### config.mk
export PLATFORM = sky130hd
export DESIGN_NAME = maag_ram
export DESIGN_NICKNAME = d
export VERILOG_FILES = /design/src/design/maag_ram.sv
export SDC_FILE = /design/constraint.sdc
export NUM_CORES = 1
export LEC_CHECK = 0
export BUFFER_PORTS_ARGS = -buffer_cell sky130_fd_sc_hd__buf_2
export CORE_UTILIZATION = 63
export CTS_BUF_LIST = sky130_fd_sc_hd__clkbuf_2 sky130_fd_sc_hd__clkbuf_4 sky130_fd_sc_hd__clkbuf_8
export DETAILED_ROUTE_END_ITERATION = 10
export PLACE_DENSITY = 0.82
export SLEW_MARGIN = 10
export SYNTH_ARGS = -nofsm -noshare
export SYNTH_HDL_FRONTEND = slang
export SYNTH_SLANG_ARGS = --single-unit
### constraint.sdc
create_clock -name i_clk -period 2.1 [get_ports i_clk]
set_input_delay 0.42 -clock i_clk [delete_from_list [all_inputs] [get_ports i_clk]]
set_output_delay 0.42 -clock i_clk [all_outputs]
set_load 0.01 [all_outputs]
### src/design/maag_ram.sv
// Generic single-port-write, single-read synchronous RAM, registered read.
// No dependencies.
module maag_ram #(
    parameter int WIDTH = 8,
    parameter int DEPTH = 16
) (
    input  logic                     i_clk,
    input  logic                     i_we,
    input  logic [$clog2(DEPTH)-1:0] i_waddr,
    input  logic [WIDTH-1:0]         i_wdata,
    input  logic [$clog2(DEPTH)-1:0] i_raddr,
    output logic [WIDTH-1:0]         o_rdata
);
    logic [WIDTH-1:0] r_mem [DEPTH];
    logic [WIDTH-1:0] r_rdata;

    always_ff @(posedge i_clk) begin
        if (i_we) begin
            r_mem[i_waddr] <= i_wdata;
        end
        r_rdata <= r_mem[i_raddr];
    end

    assign o_rdata = r_rdata;
endmodule

## After elaboration in Yosys (flattened, before gate mapping)

Memories as Yosys holds them, arrays and structs flattened. A register that Yosys moved wholly into a read port is not among the register bits.
Cells that the tools add are included.

- Register bits after elaboration: 0
- Bits in writable memories: 128
- Input port bits: 18
- Logic and storage cells: 3
- Memories: 1

Memories:

| memory | depth | width | rd ports | clocked after Yosys merged registers in | wr ports | RTL line | text |
|---|---|---|---|---|---|---|---|
| r_mem | 16 | 8 | 1 | 1 | 1 | 14 | `logic [WIDTH-1:0] r_mem [DEPTH];` |

- Mux-type cells: 2

Operators by type and width:

| cell | count |
|---|---|
| $mux 1 | 2 |

## Logic depth before layout (Yosys ltp)

Gate-level depths: netlist of the first run.

- Depth after elaboration: 2
- Depth in mapped cells: 5
- Mapped depth without buffers: 3

## Least setup slack after synthesis of the first run

OpenSTA, ideal clock, no wires.

- Path kind: input to register
- Start point: input port i_waddr[2]
- End point: memory r_mem[0][0] (enable)
- Arrival time: 1.530 ns
- Data required time: 1.717 ns
- Setup slack: 0.187 ns
- Stages: 2
- Cell sequence: or3b_2 > nor3_1

RTL lines:

| what | RTL line | text |
|---|---|---|
| start, declared | 9 | `input logic [$clog2(DEPTH)-1:0] i_waddr,` |
| end, declared | 14 |  |

No word-level cell before the write port.

==> results.tsv, run 1 <==
metric	value	unit
result of the run	completed	
vias in the first global route	2442	
CP Data Required Time	2.41	ns
Cell Pwr Density	912	nW/um^2
num rows	32	
# setup viols final	0	
Post-Syn Instances	229	
DP Worst Slack	0.155	ns
final wirelength	9380	um
CTS Hold Bufs	0	
Setup crit start	i_raddr[0]	
final hold slack	0.377	ns
# diodes	0	
Slew headroom	61.7	%
drt drc	0	
antenna violations before repair	0	
die extent in y	92.4	um
I/O Buffers	25	
synthesized area	5150	sq um
Slew Viols, Final	0	
CTS clk-pin slew, worst paths	0.08	ns
crit-path cells	buf_2, buf_12, mux4_1, a22oi_1, nand2_1	
count leader, synth	edfxtp_1	
clk buf depth	2	
CP Launch Type	input pin	
adder-cell share of the synthesized area	0	%
mux cell area share after synthesis	15.0	%
Async S/R FF share, synth	0	%
Final Hold Fails	0	
Seq/Total Area, Yosys	77.8	%
die width	92.4	um
die area	8540	sq um
maximum vdd drop	0.612	mV
Worst path slowest cell	mux4_1	
clock buffer count from CTS	17	
CTS tree	built	
leakage	2.01	nW
xor-xnor portion of the synthesized cell area	0	%
Area Growth Syn to Fin	14.8	%
routed vias	2470	
r2r worst-path depth	3	
CTS Sinks	136	
area of the multi-input gates	1060	sq um
Final ANT Viol Nets	0	
Crit. End Element	flop	
critical path class	in2reg	
routability congestion estimate from global placement	0.799	
utilization after layout	75.7	%
Worst Path Arrival	1.84	ns
register area	4000	sq um
Hold Path Class	in2reg	
hold worst-path end	r_mem[4][3]	
first-pass GRT wire length	14100	um
RSZ-0062 raised after global routing	false	
skew final	0.0130	ns
Max Cap Viol	0	
Net count, final	303	
distinct cell type count after synthesis	19	
Initial Util	65.9	%
Core Region	7810	sq um
R2R Setup Slk	0.71	ns
H-tree levels	4	
fmax	656	MHz
largest net degree at the start of global routing	24	
Via density	6.18	
r2r endpoint	o_rdata[1]	
Synth Warn #	0	
Iter 0 DRT Violations	264	
synth cell count leaders	128 x edfxtp_1, 18 x mux4_2, 16 x a22oi_1	
largest family of logic cells by synthesized area	multiplexers	
Worst-Skew Late Latency	0.43	ns
top_reg_cell synth	edfxtp_1	
Mapped Nets	247	
Simple-Gate Fraction of Synth Area	3.18	%
Yosys top cell area share	74.7	%
Final WS setup	0.574	ns
Synth Register Bits	136	
root buf cell	clkbuf_8	
Least-Margin Pin Slew	0.573	ns
layout cell share with drive strength beyond 1	32.6	%
slowest stage delay, CP	0.56	ns
# fillers	428	
cts repair resizes	0	
main area contributors after synthesis	edfxtp_1 75%, mux4_2 7.9%, mux4_1 7.1%	
Final Cycle Share	72.6	%
GRT overflow	0	
crit-path max FO	14	
Final Critical Period	1.53	ns
gr usage total	24.3	%
Post-CTS Setup Bufs	0	
I/O pin count	26	
router iterations before antenna repair	5	
Compound-Gate Fraction of Synth Area	2.33	%
Avg WL per Cell	23.4	um
Post-synth EDFFs	128	
FF-to-FF Start	r_mem[0][1]	
setup TNS	0	ns
Post-Syn Area per Cell	22.5	sq um
Detailed Place HPWL	6260	um
hold-critical path depth	1	
Hold Path Origin	i_wdata[3]	
Synth area leader	edfxtp_1	
==> metrics by stage <==
step / power (mW) / area [sq um] / instances
CTS: 5.42 / 5910 / 400
global placement: 3.38 / 5520 / 368
finish: 5.39 / 5910 / 400
global route: 5.56 / 5910 / 400
floorplan: 3.27 / 5150 / 229
detailed placement: 3.40 / 5520 / 368
==> kinds of logic after synthesis <==
group | count (synthesis)
simple gates | 35
flops | 136
compound gates | 16
buf+inv | 10
mux | 32
==> where the power goes <==
group	internal [mW]	total [mW]	switching, mW
Combinational	0.127	0.288	0.161
Clock	1.07	2.05	0.977
Sequential	3.03	3.05	0.0189
Total	4.23	5.39	1.16
==> critical path, delay by kind of cell <==
family          cells  cell delay, ns
compound gates      1            0.32
buf+inv             2            0.43
mux                 1            0.56
simple gates        1            0.10
==> registers in the layout, summed over array words and instances (netlist names) <==
| name | flops |
|---|---|
| o_rdata | 8 |
| r_mem | 128 |
==> worst max-delay path by stage <==
stage,endpoint,slack (ns),cells after the start
floorplan,r_mem[0][0],0.19,2
global placement,o_rdata[2],0.20,5
detailed placement,o_rdata[1],0.15,5
CTS,o_rdata[1],0.60,5
global route,o_rdata[1],0.49,5
finish,o_rdata[1],0.57,5
==> routing by layer <==
layer	vias up	track usage (%)	wire length, um
met5	-	0	0
met4	0	9.90	179
met3	15	6.65	677
met2	104	37.9	4810
met1	1266	33.1	3710
li1	1085	-	-
==> area by class of cell <==
| type | instances | share of cell area, % |
|---|---|---|
| flip-flops and latches | 136 | 67.8 |
| multi-input cells | 83 | 17.9 |
| repair buffers | 47 | 5.55 |
| clock buffers | 18 | 4.09 |
| clock inverters | 14 | 2.54 |
| well taps | 102 | 2.16 |
==> cell usage in the layout (no fill, tap or decap), drive strengths merged <==
cell / Yosys / final
a22oi: 16 / 16
and2: 1 / 1
and2b: 1 / 1
buf: 7 / 47
bufinv: 0 / 2
clkbuf: 0 / 18
clkinv: 0 / 4
clkinvlp: 0 / 5
dfxtp: 8 / 8
edfxtp: 128 / 128
inv: 0 / 3
mux4: 32 / 32
nand2: 9 / 9
nand2b: 2 / 2
nand3: 1 / 1
nand3b: 2 / 2
nor2: 13 / 13
nor2b: 1 / 1
nor3: 4 / 4
or3b: 1 / 1
No activity file was read; power rests on OpenSTA's default activity.
==> run 2: changes to the inputs <==
--- a/config.mk
+++ b/config.mk
@@ -6,10 +6,10 @@
 export NUM_CORES = 1
 export LEC_CHECK = 0
 export BUFFER_PORTS_ARGS = -buffer_cell sky130_fd_sc_hd__buf_2
-export CORE_UTILIZATION = 63
+export CORE_UTILIZATION = 57
 export CTS_BUF_LIST = sky130_fd_sc_hd__clkbuf_2 sky130_fd_sc_hd__clkbuf_4 sky130_fd_sc_hd__clkbuf_8
 export DETAILED_ROUTE_END_ITERATION = 10
-export PLACE_DENSITY = 0.82
+export PLACE_DENSITY = 0.78
 export SLEW_MARGIN = 10
 export SYNTH_ARGS = -nofsm -noshare
 export SYNTH_HDL_FRONTEND = slang
==> constraint.sdc (replaced) <==
create_clock -name i_clk -period 1.36 [get_ports i_clk]
set_input_delay 0.272 -clock i_clk [delete_from_list [all_inputs] [get_ports i_clk]]
set_output_delay 0.272 -clock i_clk [all_outputs]
set_load 0.01 [all_outputs]
==> run 2 against run 1 <==
  * Sequential power grew 54%
  * Combinational power grew 70%
  * Cell count grew 2.5%
  * Critical path type is now reg2reg
==> results.tsv, run 2 (synthesis results as in run 1) <==
metric	value	unit
Core Region	8720	sq um
Initial Util	59.0	%
Slew headroom	42.2	%
CTS Sinks	136	
clk buf depth	2	
Worst-Skew Late Latency	0.41	ns
largest net degree at the start of global routing	21	
Top Family by Delay on Critical Path	multiplexers	
die width	97.0	um
CTS clk-pin slew, worst paths	0.08	ns
clock buffer count from CTS	17	
final hold slack	0.240	ns
Final Critical Period	1.33	ns
layout cell share with drive strength beyond 1	38.7	%
# diodes	0	
fin cells	410	
num rows	34	
Cell Pwr Density	1410	nW/um^2
Hold Path Class	in2reg	
max FFs per register	128	
Final Hold Fails	0	
Via density	6.04	
R2R Setup Slk	0.03	ns
CP Launch Type	flop	
drt drc	0	
leakage	2.06	nW
leading cell type in the layout, fill and taps excluded	edfxtp_1	
CTS tree	built	
antenna violations before repair	0	
critical path class	reg2reg	
skew final	0.0100	ns
root buf cell	clkbuf_8	
H-tree levels	4	
slowest stage delay, CP	0.49	ns
Worst Path Arrival	1.62	ns
Final Cycle Share	97.6	%
crit-path max FO	1	
Sw Share	20.3	%
crit-path cells	mux4_2, a22oi_2, nand2_1	
die extent in y	97.0	um
Switching Power	1.74	mW
router iterations before antenna repair	4	
Detailed Place HPWL	6050	um
routability congestion estimate from global placement	0.764	
CP Data Required Time	1.65	ns
Least-Margin Pin Slew	0.865	ns
Final ANT Viol Nets	0	
Worst Path Buf+Inv	0	
routed vias	2477	
Net count, final	307	
Crit. End Element	flop	
most frequent cells in the layout	128 x edfxtp_1, 25 x buf_2, 21 x mux4_2, 19 x clkbuf_8, 18 x buf_4	
final wirelength	9350	um
maximum vdd drop	0.687	mV
Slew Viols, Final	0	
Top reg by flops	r_mem	
setup TNS	0	ns
Sequential Power Share	54.9	%
I/O pin count	26	
# setup viols final	0	
Post-CTS Setup Bufs	0	
dpl cells	378	
first-pass GRT wire length	14500	um
fmax	753	MHz
Worst path slowest cell	mux4_2	
Avg WL per Cell	22.8	um
Clk pwr share	39.3	%
Iter 0 DRT Violations	232	
die area	9410	sq um
GRT overflow	0	
P_int	6.83	mW
gr usage total	21.8	%
result of the run	completed	
Combinational Power Share	5.7	%
I/O Buffers	25	
Area Growth Syn to Fin	18.4	%
vias in the first global route	2596	
Max Cap Viol	0	
[run 2: changes by cell type in the layout (fill, tap and decap cells not counted), sizes merged]
| cell | change |
|---|---|
| inv | -3 |
| clkinv | +1 |
| clkbuf | +2 |
| clkinvlp | -1 |
| buf | +4 |
| bufinv | +1 |
[run 2: cell type report]
| cell class | instances | area (sq um) |
|---|---|---|
| clock inverters | 12 | 151 |
| repair buffers | 51 | 420 |
| well taps | 108 | 135 |
| multi-input cells | 83 | 1110 |
| fillers | 487 | 2630 |
| clock buffers | 20 | 269 |
| flip-flops and latches | 136 | 4000 |
[run 2: layer usage]
| metal | share of wire [%] | vias up | track usage (%) |
|---|---|---|---|
| li1 | - | 1092 | - |
| met1 | 40 | 1279 | 28.9 |
| met2 | 52 | 96 | 33.9 |
| met3 | 6.4 | 10 | 6.14 |
| met4 | 1.6 | 0 | 10.1 |
| met5 | 0 | - | 0 |
[run 2: power groups by stage]
stage	clock network [mW]	logic, mW	registers, mW
floorplan	0	0.246	4.81
global placement	0	0.466	4.79
detailed placement	0	0.479	4.80
CTS	3.42	0.487	4.71
global route	3.59	0.524	4.71
finish	3.37	0.489	4.71
[run 2: path summary, 6_finish.rpt]
| kind | startpoint | end | cells after the start |
|---|---|---|---|
| hold reg to reg | r_mem[7][7] | o_rdata[7] | 3 |
| setup reg to reg | r_mem[2][1] | o_rdata[1] | 3 |
| hold / removal | i_wdata[5] | r_mem[6][5] | 1 |
| setup / recovery | r_mem[2][1] | o_rdata[1] | 3 |
[run 2: repair_timing]
action / in CTS / in global routing
gates resized for setup: 3 / 6
pin swaps: 1 / 2
hold buffers: 0 / 0
endpoints found under the setup margin: 4 / 6
[run 2: metrics by stage]
stage	setup slack [ns]	power [mW]	utilization, %	cell area [sq um]
2_1_floorplan	-0.0485	5.05	-	5190
3_3_place_gp	-0.314	5.26	64.8	5650
3_5_place_dp	-0.378	5.28	64.8	5650
4_1_cts	-0.0135	8.62	69.8	6090
5_1_grt	-0.0218	8.82	69.9	6090
6_report	0.0327	8.57	69.9	6090
